===== src/hdl/dgcd_pkg.sv =====
package dgcd_pkg;

	localparam int NODES          = 16;
	localparam int MAX_OUT_DEGREE = 8;

	// node fields are fixed at four bits, so NODES stays within 2**NODE_W
	localparam int NODE_W  = 4;
	localparam int DEG_W   = $clog2(MAX_OUT_DEGREE + 1);
	localparam int EDGE_AW = $clog2(NODES * MAX_OUT_DEGREE);
	localparam int DEPTH_W = $clog2(NODES + 1);
	localparam int STK_AW  = $clog2(NODES);

	localparam logic [1:0] OP_ADD    = 2'd0;
	localparam logic [1:0] OP_DETECT = 2'd1;
	localparam logic [1:0] OP_CLEAR  = 2'd2;

	localparam logic [1:0] MARK_WHITE = 2'd0;
	localparam logic [1:0] MARK_GRAY  = 2'd1;
	localparam logic [1:0] MARK_BLACK = 2'd2;

	typedef struct packed {
		logic [1:0]        operation;
		logic [NODE_W-1:0] src_node;
		logic [NODE_W-1:0] dst_node;
	} req_t;

	typedef struct packed {
		logic status;
		logic cycle_found;
	} rsp_t;

	typedef struct packed {
		logic [NODE_W-1:0] node;
		logic [DEG_W-1:0]  next_edge;
	} frame_t;

	typedef struct packed {
		logic add;
		logic clear;
		logic detect;
		logic nop;
		logic edge_step;
		logic check_step;
		logic pop_step;
		logic load_out;
	} cmd_t;

	typedef struct packed {
		logic start_ok;
		logic has_edge;
		logic last_frame;
		logic hit_gray;
	} stat_t;

endpackage


===== src/hdl/dgcd_dpath.sv =====
module dgcd_dpath (
	input  logic           clk,
	input  logic           arst_n,
	input  dgcd_pkg::req_t req,
	input  dgcd_pkg::cmd_t cmd,
	output dgcd_pkg::stat_t stat,
	output dgcd_pkg::rsp_t rsp
);
	import dgcd_pkg::*;

	logic [NODE_W-1:0] adj_mem [NODES*MAX_OUT_DEGREE];
	frame_t            stk_mem [NODES];

	logic [DEG_W-1:0]   deg_q  [NODES];
	logic [1:0]         mark_q [NODES];
	logic [DEPTH_W-1:0] depth_q;

	frame_t            top_q;
	frame_t            stk_rd_q;
	logic [NODE_W-1:0] adj_rd_q;
	rsp_t              res_q;
	rsp_t              rsp_q;

	logic [NODE_W-1:0]  deg_addr;
	logic [DEG_W-1:0]   deg_rd;
	logic               add_ok;
	logic               start_ok;
	logic               has_edge;
	logic               e_ok;
	logic [1:0]         e_mark;
	logic               do_push;
	logic               hit_gray;
	logic [EDGE_AW-1:0] add_addr;
	logic [EDGE_AW-1:0] walk_addr;
	logic [STK_AW-1:0]  push_addr;
	logic [STK_AW-1:0]  pop_addr;

	always_comb begin
		deg_addr  = cmd.add ? req.src_node : top_q.node;
		deg_rd    = deg_q[deg_addr];
		start_ok  = int'(req.src_node) < NODES;
		add_ok    = start_ok && (int'(req.dst_node) < NODES)
			&& (int'(deg_rd) < MAX_OUT_DEGREE);
		has_edge  = (top_q.next_edge < deg_rd) && (int'(top_q.next_edge) < MAX_OUT_DEGREE);
		e_ok      = int'(adj_rd_q) < NODES;
		e_mark    = mark_q[adj_rd_q];
		hit_gray  = e_ok && (e_mark == MARK_GRAY);
		do_push   = cmd.check_step && e_ok && (e_mark == MARK_WHITE) && (int'(depth_q) < NODES);
		add_addr  = EDGE_AW'(int'(req.src_node) * MAX_OUT_DEGREE + int'(deg_rd));
		walk_addr = EDGE_AW'(int'(top_q.node) * MAX_OUT_DEGREE + int'(top_q.next_edge));
		push_addr = STK_AW'(depth_q - DEPTH_W'(1));
		pop_addr  = STK_AW'(depth_q - DEPTH_W'(2));
	end

	assign stat.start_ok   = start_ok;
	assign stat.has_edge   = has_edge;
	assign stat.last_frame = (depth_q == DEPTH_W'(1));
	assign stat.hit_gray   = hit_gray;
	assign rsp             = rsp_q;

	// adjacency lists and the frames below the top of the walk
	always_ff @(posedge clk) begin
		if (cmd.add && add_ok)
			adj_mem[add_addr] <= req.dst_node;
		if (cmd.edge_step)
			adj_rd_q <= adj_mem[walk_addr];
		if (do_push)
			stk_mem[push_addr] <= top_q;
		if (cmd.edge_step)
			stk_rd_q <= stk_mem[pop_addr];
	end

	always_ff @(posedge clk or negedge arst_n) begin
		if (!arst_n) begin
			for (int n = 0; n < NODES; n++) begin
				deg_q[n]  <= '0;
				mark_q[n] <= MARK_WHITE;
			end
			depth_q <= '0;
		end else begin
			if (cmd.add && add_ok)
				deg_q[req.src_node] <= deg_rd + DEG_W'(1);
			if (cmd.clear) begin
				for (int n = 0; n < NODES; n++) begin
					deg_q[n]  <= '0;
					mark_q[n] <= MARK_WHITE;
				end
				depth_q <= '0;
			end
			if (cmd.detect) begin
				for (int n = 0; n < NODES; n++)
					mark_q[n] <= MARK_WHITE;
				if (start_ok) begin
					mark_q[req.src_node] <= MARK_GRAY;
					depth_q <= DEPTH_W'(1);
				end else begin
					depth_q <= '0;
				end
			end
			if (cmd.edge_step && !has_edge) begin
				mark_q[top_q.node] <= MARK_BLACK;
				depth_q <= depth_q - DEPTH_W'(1);
			end
			if (do_push) begin
				mark_q[adj_rd_q] <= MARK_GRAY;
				depth_q <= depth_q + DEPTH_W'(1);
			end
		end
	end

	always_ff @(posedge clk) begin
		if (cmd.detect) begin
			top_q.node      <= req.src_node;
			top_q.next_edge <= '0;
		end
		if (cmd.edge_step && has_edge)
			top_q.next_edge <= top_q.next_edge + DEG_W'(1);
		if (do_push) begin
			top_q.node      <= adj_rd_q;
			top_q.next_edge <= '0;
		end
		if (cmd.pop_step)
			top_q <= stk_rd_q;

		if (cmd.add) begin
			res_q.status      <= !add_ok;
			res_q.cycle_found <= 1'b0;
		end
		if (cmd.clear || cmd.detect || cmd.nop)
			res_q <= '0;
		if (cmd.check_step && hit_gray)
			res_q.cycle_found <= 1'b1;
		if (cmd.load_out)
			rsp_q <= res_q;
	end

endmodule


===== src/hdl/dgcd_ctrl.sv =====
module dgcd_ctrl (
	input  logic            clk,
	input  logic            arst_n,
	input  logic            req_valid,
	output logic            req_ready,
	input  logic [1:0]      operation,
	input  dgcd_pkg::stat_t stat,
	output dgcd_pkg::cmd_t  cmd,
	output logic            rsp_valid,
	input  logic            rsp_ready
);
	import dgcd_pkg::*;

	localparam logic [2:0] S_IDLE  = 3'd0;
	localparam logic [2:0] S_EDGE  = 3'd1;
	localparam logic [2:0] S_CHECK = 3'd2;
	localparam logic [2:0] S_POP   = 3'd3;
	localparam logic [2:0] S_DONE  = 3'd4;

	logic [2:0] state_q;
	logic [2:0] state_d;
	logic       rsp_valid_q;

	assign req_ready = (state_q == S_IDLE);
	assign rsp_valid = rsp_valid_q;

	always_comb begin
		cmd     = '0;
		state_d = state_q;
		unique case (state_q)
			S_IDLE: begin
				if (req_valid) begin
					state_d = S_DONE;
					unique case (operation)
						OP_ADD:   cmd.add = 1'b1;
						OP_CLEAR: cmd.clear = 1'b1;
						OP_DETECT: begin
							cmd.detect = 1'b1;
							if (stat.start_ok)
								state_d = S_EDGE;
						end
						default:  cmd.nop = 1'b1;
					endcase
				end
			end
			S_EDGE: begin
				cmd.edge_step = 1'b1;
				priority if (stat.has_edge)
					state_d = S_CHECK;
				else if (stat.last_frame)
					state_d = S_DONE;
				else
					state_d = S_POP;
			end
			S_CHECK: begin
				cmd.check_step = 1'b1;
				state_d = stat.hit_gray ? S_DONE : S_EDGE;
			end
			S_POP: begin
				cmd.pop_step = 1'b1;
				state_d = S_EDGE;
			end
			S_DONE: begin
				if (!rsp_valid_q || rsp_ready) begin
					cmd.load_out = 1'b1;
					state_d = S_IDLE;
				end
			end
			default: state_d = S_IDLE;
		endcase
	end

	always_ff @(posedge clk or negedge arst_n) begin
		if (!arst_n) begin
			state_q     <= S_IDLE;
			rsp_valid_q <= 1'b0;
		end else begin
			state_q <= state_d;
			if (cmd.load_out)
				rsp_valid_q <= 1'b1;
			else if (rsp_ready)
				rsp_valid_q <= 1'b0;
		end
	end

endmodule


===== src/hdl/directed_graph_cycle_detect_top.sv =====
// channel | signals                      | payload fields
// req     | req_valid, req_ready, req    | operation, src_node, dst_node
// rsp     | rsp_valid, rsp_ready, rsp    | status, cycle_found
//
// add, clear and unused codes: accepted in S_IDLE, then S_DONE loads the result into the output register
// detect: a depth-first walk from src_node through S_EDGE then S_CHECK for every edge tried,
//   and S_EDGE then S_POP for every node finished but the start node; S_EDGE registers the adjacency read
// reset clears edge counts, marks and the handshake state at once, no clearing pass
// one item at a time; a new item is taken while the previous result waits in the output register
module directed_graph_cycle_detect_top (
	input  logic           clk,
	input  logic           arst_n,
	input  logic           req_valid,
	output logic           req_ready,
	input  dgcd_pkg::req_t req,
	output logic           rsp_valid,
	input  logic           rsp_ready,
	output dgcd_pkg::rsp_t rsp
);
	import dgcd_pkg::*;

	cmd_t  cmd;
	stat_t stat;

	dgcd_ctrl u_ctrl (
		.clk       (clk),
		.arst_n    (arst_n),
		.req_valid (req_valid),
		.req_ready (req_ready),
		.operation (req.operation),
		.stat      (stat),
		.cmd       (cmd),
		.rsp_valid (rsp_valid),
		.rsp_ready (rsp_ready)
	);

	dgcd_dpath u_dpath (
		.clk    (clk),
		.arst_n (arst_n),
		.req    (req),
		.cmd    (cmd),
		.stat   (stat),
		.rsp    (rsp)
	);

endmodule


===== config.mk =====
export PLATFORM = sky130hd
export DESIGN_NAME = directed_graph_cycle_detect_top
export DESIGN_NICKNAME = d
export VERILOG_FILES = /design/src/hdl/dgcd_pkg.sv /design/src/hdl/dgcd_dpath.sv /design/src/hdl/dgcd_ctrl.sv /design/src/hdl/directed_graph_cycle_detect_top.sv
export SDC_FILE = /design/constraint.sdc
export NUM_CORES = 1
export LEC_CHECK = 0
export ABC_AREA = 1
export ABC_CLOCK_PERIOD_IN_PS = 7000
export BUFFER_PORTS_ARGS = -buffer_cell sky130_fd_sc_hd__buf_2
export CORE_ASPECT_RATIO = 0.5
export CORE_MARGIN = 3
export CORE_UTILIZATION = 30
export DETAILED_ROUTE_END_ITERATION = 16
export PLACE_DENSITY_LB_ADDON = 0.1
export RECOVER_POWER = 25
export SKIP_CTS_REPAIR_TIMING = 1
export SLEW_MARGIN = 20
export SYNTH_ARGS = -nofsm -noshare
export SYNTH_HDL_FRONTEND = slang
export SYNTH_SLANG_ARGS = --single-unit

===== constraint.sdc =====
create_clock -name clk -period 7 [get_ports clk]
set_input_delay 0.7 -clock clk [delete_from_list [all_inputs] [get_ports clk]]
set_output_delay 0.7 -clock clk [all_outputs]
set_load 0.02 [all_outputs]

== Word-level counts from Yosys, hierarchy flattened ==
Memories as Yosys holds them, arrays and structs flattened. A register that Yosys moved wholly into a read port is not among the register bits.
Cells that the tools add are included.
Storage, ports and cells
  memories: 2
  input bits: 14
  RAM bits: 640
  bits in registers: 117
Memory list
  u_dpath.adj_mem: depth 128, bits a word 4, read ports 1, clocked after memory_dff 1, write ports 1, RTL line dgcd_dpath.sv:11  | logic [NODE_W-1:0] adj_mem [NODES*MAX_OUT_DEGREE];
  u_dpath.stk_mem: depth 16, bits a word 8, read ports 1, clocked after memory_dff 1, write ports 1, RTL line dgcd_dpath.sv:12  | frame_t stk_mem [NODES];
Operators by class
  reductions and logical operators: 27
  bitwise logic cells: 10
  multiplexer cells: 56
  $add $sub $neg: 7
  equal/unequal tests: 10
  order comparisons: 11
Operators by type and width (number)
  32-bit two-way mux: 4
  64-bit two-way mux: 2
  64-bit bitwise mux: 1
  16-bit bitwise AND: 2
  16-bit NOT: 2
  16-bit bitwise OR: 2
  4-bit two-way mux: 7
  2-bit demux with 4-bit select: 3
  8-bit two-way mux: 3
  5-bit greater-or-equal comparator (second input constant): 4
  5-bit two-way mux: 4
  4-bit NOT with 5-bit output: 4
  3-bit two-way mux: 6
  1-bit two-way mux: 17
  4-bit binary-select mux with 4-bit select: 1
  4-bit demux with 4-bit select: 1
  5-bit by 1-bit less-than comparator with 1-bit output (second input constant): 3
  3-bit case mux with 5 select lines: 1
  7-bit by 4-bit adder with 7-bit output: 2
  1-bit logical AND: 10
  2-bit two-way mux: 5
  4-bit by 1-bit adder with 4-bit output (second input constant): 2
  2-bit binary-select mux with 4-bit select: 1
  4-bit less-than comparator (second input constant): 2
  other kinds (22): 32

== Longest topological paths before layout ==
  depth in word-level cells: 17
  depth in mapped cells: 26
  depth with buffers taken out: 22

== Modules after synthesis ==
A second synthesis with hierarchy kept.
Unflattened totals
  cells, all modules: 2973
  area total of the unflattened synthesis: 32941.6 µm²
Modules (own cells, without submodules)
  dgcd_dpath: area each 32620.0 µm², cells each 2923, seq. area each 22446.5 µm², instances 1
  dgcd_ctrl: area each 321.6 µm², cells each 50, seq. area each 100.1 µm², instances 1

== Worst setup path before layout ==
OpenSTA, ideal clock, no wires.
  path type: input -> register
  from: input req[8] (netlist bit)
  to: register u_dpath.mark_q[11] (netlist bit)
  library setup time: 133 ps
  required time: 6867 ps
  stages on the path: 21
  path slack: 3258 ps
  arrival: 3609 ps
  path through: inv_1 > nand2_1 > nor2_2 > nand2_2 > buf_8 > o21ai_4 > buf_2 > o211ai_1 > nand3_1 > nand3_1 > nand2_2 > clkinv_1 > clkbuf_1 > ha_1 > a211o_1 > inv_1 > nand2_1 > nand2_1 > buf_2 > buf_4 > o22ai_1
Between the ends
  cells in the longest elaborated chain, start to end: 16
  elaborated cells between the ends (all ways): 23
  classes of those cells: order compare: 1; eq/ne: 2; mux: 13; bitwise: 3; reduce/logical: 4
Ends and longest elaborated chain
  start: declaration: RTL line directed_graph_cycle_detect_top.sv:15  | input dgcd_pkg::req_t req,
  2-bit zero test *: RTL line dgcd_ctrl.sv:34  | unique case (operation)
  1-bit two-way mux *: RTL line dgcd_ctrl.sv:34
  4-bit two-way mux *: RTL line dgcd_ctrl.sv:32  | if (req_valid) begin
  4-bit two-way mux *: RTL line dgcd_ctrl.sv:30  | unique case (state_q)
  4-bit two-way mux *: RTL line dgcd_dpath.sv:39  | deg_addr = cmd.add ? req.src_node : top_q.node;
  4-bit NOT with 5-bit output (not written as such) *: RTL line dgcd_dpath.sv:40  | deg_rd = deg_q[deg_addr];
  4-bit binary-select mux with 4-bit select *: RTL line dgcd_dpath.sv:40
  4-bit two-way mux (not written as such) * (2 in a row): RTL line dgcd_dpath.sv:40
  via u_dpath.deg_rd[3]: RTL line dgcd_dpath.sv:25  | logic [DEG_W-1:0] deg_rd;
  4-bit less-than comparator *: RTL line dgcd_dpath.sv:44  | has_edge = (top_q.next_edge < deg_rd) && (int'(top_q.next_edge) < MAX_OUT_DEGREE);
  1-bit logical AND *: RTL line dgcd_dpath.sv:44
  1-bit zero test *: RTL line dgcd_dpath.sv:100  | if (cmd.edge_step && !has_edge) begin
  1-bit logical AND *: RTL line dgcd_dpath.sv:100
  32-bit two-way mux *: RTL line dgcd_dpath.sv:100
  16-bit bitwise AND (no line)
  32-bit two-way mux *: RTL line dgcd_dpath.sv:104  | if (do_push) begin
  end signal: indexed assignment: RTL line dgcd_dpath.sv:94  | mark_q[req.src_node] <= MARK_GRAY;
  end signal: indexed assignment: RTL line dgcd_dpath.sv:101  | mark_q[top_q.node] <= MARK_BLACK;
  end signal: indexed assignment: RTL line dgcd_dpath.sv:105  | mark_q[adj_rd_q] <= MARK_GRAY;
  end: declaration: RTL line dgcd_dpath.sv:15  | logic [1:0] mark_q [NODES];
Mark *: on every way through the listed nets, which the timed path passes. The rest lies on a longest branch. The select of a mux whose other input is x is not followed.
A chain may end at the register's enable or synchronous reset.

== Final worst setup path ==
  from: register u_dpath.top_q[1] (netlist bit)
  to: register u_dpath.adj_rd_q[2], read port of u_dpath.adj_mem, data pin
Between the ends
  cells in the longest elaborated chain, start to end: 1
Ends and longest elaborated chain
  start: declaration: RTL line dgcd_dpath.sv:18  | frame_t top_q;
  start signal: assignment: RTL line dgcd_dpath.sv:123  | top_q <= stk_rd_q;
  7-bit by 4-bit adder with 7-bit output: RTL line dgcd_dpath.sv:50  | walk_addr = EDGE_AW'(int'(top_q.node) * MAX_OUT_DEGREE + int'(top_q.next_edge));
  end: declaration: RTL line dgcd_dpath.sv:20  | logic [NODE_W-1:0] adj_rd_q;
Every way passes these cells.

==> reports/metrics.cfg <==
[critical_path]
cp_slowest_stage_delay_ns = 1.19
crit_type = flop to flop
path_max_fanout = 84
critPathSlowestCell = clkbuf_1
crit_chain = clkbuf_1 -> clkinv_2 -> buf_12 -> o21ai_0 -> o22ai_1 -> o21ai_0 -> o22ai_1 -> o21ai_0 -> o22ai_1 -> nand2_1 -> nand2_1
critPathBufInv = 3
start_kind = flop
crit_path_end_kind = flop
crit_family = buffers and inverters
required_ns = 7.37
arrival_ns = 5.41

[timing]
period_share = 0.720
rsz0062_at_grt = no
setup_violations = 0
hold_viol_final = 0
worst_slew_pin_slew_ns = 4.11
relSlewSlack = -1.74
finalMaxSlewViolations = 388
min_period_ns = 5.04
fin_setup_tns_ns = 0
finClkSkew_ns = 0.0233
max_freq_mhz = 198

[floorplanning]
die_w_um = 472
die_y_um = 239
dieArea_um2 = 113000
start_util = 0.306
num_io_pins = 18
num_rows = 84
core-area_um2 = 106000

[drt]
dr.pass1.iters = 5
viasPerCell = 5.14
vias = 22200
postRouteAntennaNets = 0
drc = 0
wl_per_cell_um = 22.9
dr.first_iter.drc_count = 1706
wirelength_um = 99000

[synthesis]
yosys_warnings = 0
synth_top_area_frac = 0.611
synthTopCellsByCount = edfxtp_1, nor2_1, o21ai_0
synth.most_common_cell = edfxtp_1
ys_seq_elements = 769
synth_area_per_cell_um2 = 11.2
synth_flop_cell = edfxtp_1
netlist.top_cell.by_area = edfxtp_1
async_flop_share = 0.137
synth-edff-count = 662
syn_inst = 2893
synthTopCellsByArea = edfxtp_1, dfrtp_1, o21ai_0
ys_seq_area_frac = 0.693
synth_fp_nets = 2926
synth_area_um2 = 32500
netlist-cell-type-count = 38

[finish]
syn_to_final_growth_pct = 11.9
ff_latch_area_um2 = 22500
drive_above_1_share = 0.0626
final_core_util = 0.342
multi_input_area_um2 = 8830
nNetsFinal = 2884
fill_cells = 10600

[power]
p_int_mw = 8.70
p_seq_frac = 0.386
p_comb_frac = 0.327
clockPowerShare = 0.286
switching_power_mw = 5.46
power-per-cell-area_nw_per_um2 = 389
ir_drop_v = 0.000235
power.leakage_nw = 12.1
p_sw_frac = 0.386

[run]
maxCapViolations = 8

[run_status]
status = finished, violations left
failed_checks = max-capacitance violations, max-slew violations

[global_route]
overflow = 0
grt_pass1_wl_um = 147000
grt_max_degree = 147
antenna_found_initial = 3
grt_usage = 0.173
grt_pass1_vias = 22200

[place]
hpwl_um = 58700
port-buffer-count = 17
gp_congestion = 0.790

[cts]
clock_sinks = 769
cts_root_buffer = clkbuf_16
clkSlewWorstSetupHoldPaths_ns = 0.06
worstSkewPairLatency_ns = 0.66
cts_buffer_depth = 3
cts_tree = built
htreeDepth = 3
cts_buffers = 77

[min_path]
hp-class = primary input to flop

## layout make-up
class,count,share of cell area
Timing Repair Buffer,51,0.00970
Inverter,124,0.0130
Sequential cell,769,0.620
Clock inverter,38,0.00846
Tap cell,1419,0.0488
Clock buffer,99,0.0575
Multi-Input combinational cell,1828,0.243
Antenna cell,1,0.0000688
## power by group through the flow
stage / Clock, mW / Combinational (mW) / Sequential, mW
global placement: 0 / 4.72 / 5.56
floorplan: 0 / 2.78 / 5.53
detailed placement: 0 / 4.68 / 5.56
finish: 4.06 / 4.64 / 5.47
CTS: 4.18 / 4.70 / 5.47
global route: 4.37 / 5.12 / 5.49
## path summary, 6_finish.rpt
check | from | to | slack (ns) | depth (start not counted)
worst min-delay path | rsp_ready | u_ctrl.rsp_valid | 0.34 | 2
min in group asynchronous | arst_n | u_dpath.mark_q[9] | 0.73 | 1
worst max register to register | u_dpath.top_q[1] | u_dpath.adj_rd_q[2] | 1.96 | 11
max in group asynchronous | arst_n | u_dpath.deg_q[38] | 4.35 | 2
worst min register to register | u_dpath.res_q[1] | u_dpath.rsp[1] | 0.44 | 0
worst max-delay path | u_dpath.top_q[1] | u_dpath.adj_rd_q[2] | 1.96 | 11
## flip-flops by register name (all words and copies together) (netlist names)
signal            cells
u_dpath.depth_q       5
u_dpath.adj_mem     512
u_dpath.mark_q       32
u_dpath.adj_rd_q      4
u_ctrl.rsp_valid      1
u_dpath.rsp           2
u_dpath.res_q         2
u_dpath.stk_mem     128
u_dpath.deg_q        64
u_ctrl.state_q        3
u_dpath.top_q         8
u_dpath.stk_rd_q      8
## through the flow
stage / cell area (um2) / total power, mW / hold WS [ns] / setup slack (ns) / instances
final: 36400 / 14.2 / 0.343 / 1.96 / 4329
after floorplan: 32500 / 8.30 / 0.404 / 3.26 / 2893
after detailed placement: 34000 / 10.2 / 0.414 / 1.22 / 4191
after CTS: 36400 / 14.3 / 0.0247 / 1.65 / 4328
after global placement: 34000 / 10.3 / 0.420 / 1.28 / 4191
after global routing: 36400 / 15.0 / 0.310 / 1.52 / 4329
## logic make-up (layout without fill, tap and decap cells)
group           Yosys count  after routing  share of synthesized area
flops                   769            769                      0.693
xor+xnor                 10             10                    0.00269
fa+ha+maj                19             19                    0.00731
buf+inv                 296            312                     0.0356
simple gates           1006           1006                      0.125
other cells               0              1                          0
compound gates          793            793                      0.136
## cells in the final DEF, fill, tap and decap left out, drive strengths merged, types with 6 or more instances in the layout
cell and n:
nand4 24, ha 19, clkinv 33, a21oi 10, edfxtp 662, nand2 247, clkbuf 109, o22ai 212
o21ai 523, buf 41, inv 124, o32ai 7, xnor2 6, nor3 7, o211ai 21, nand3 105
dfrtp 105, nor2 622, o221ai 17
## layer usage
metal,up-vias,GRT usage,wire [um]
li1,10400,-,-
met3,121,0.0289,4260
met1,11300,0.250,47800
met2,492,0.273,44900
met4,0,0.0417,2010
met5,-,0,0
No activity file was read; power rests on OpenSTA's default activity.
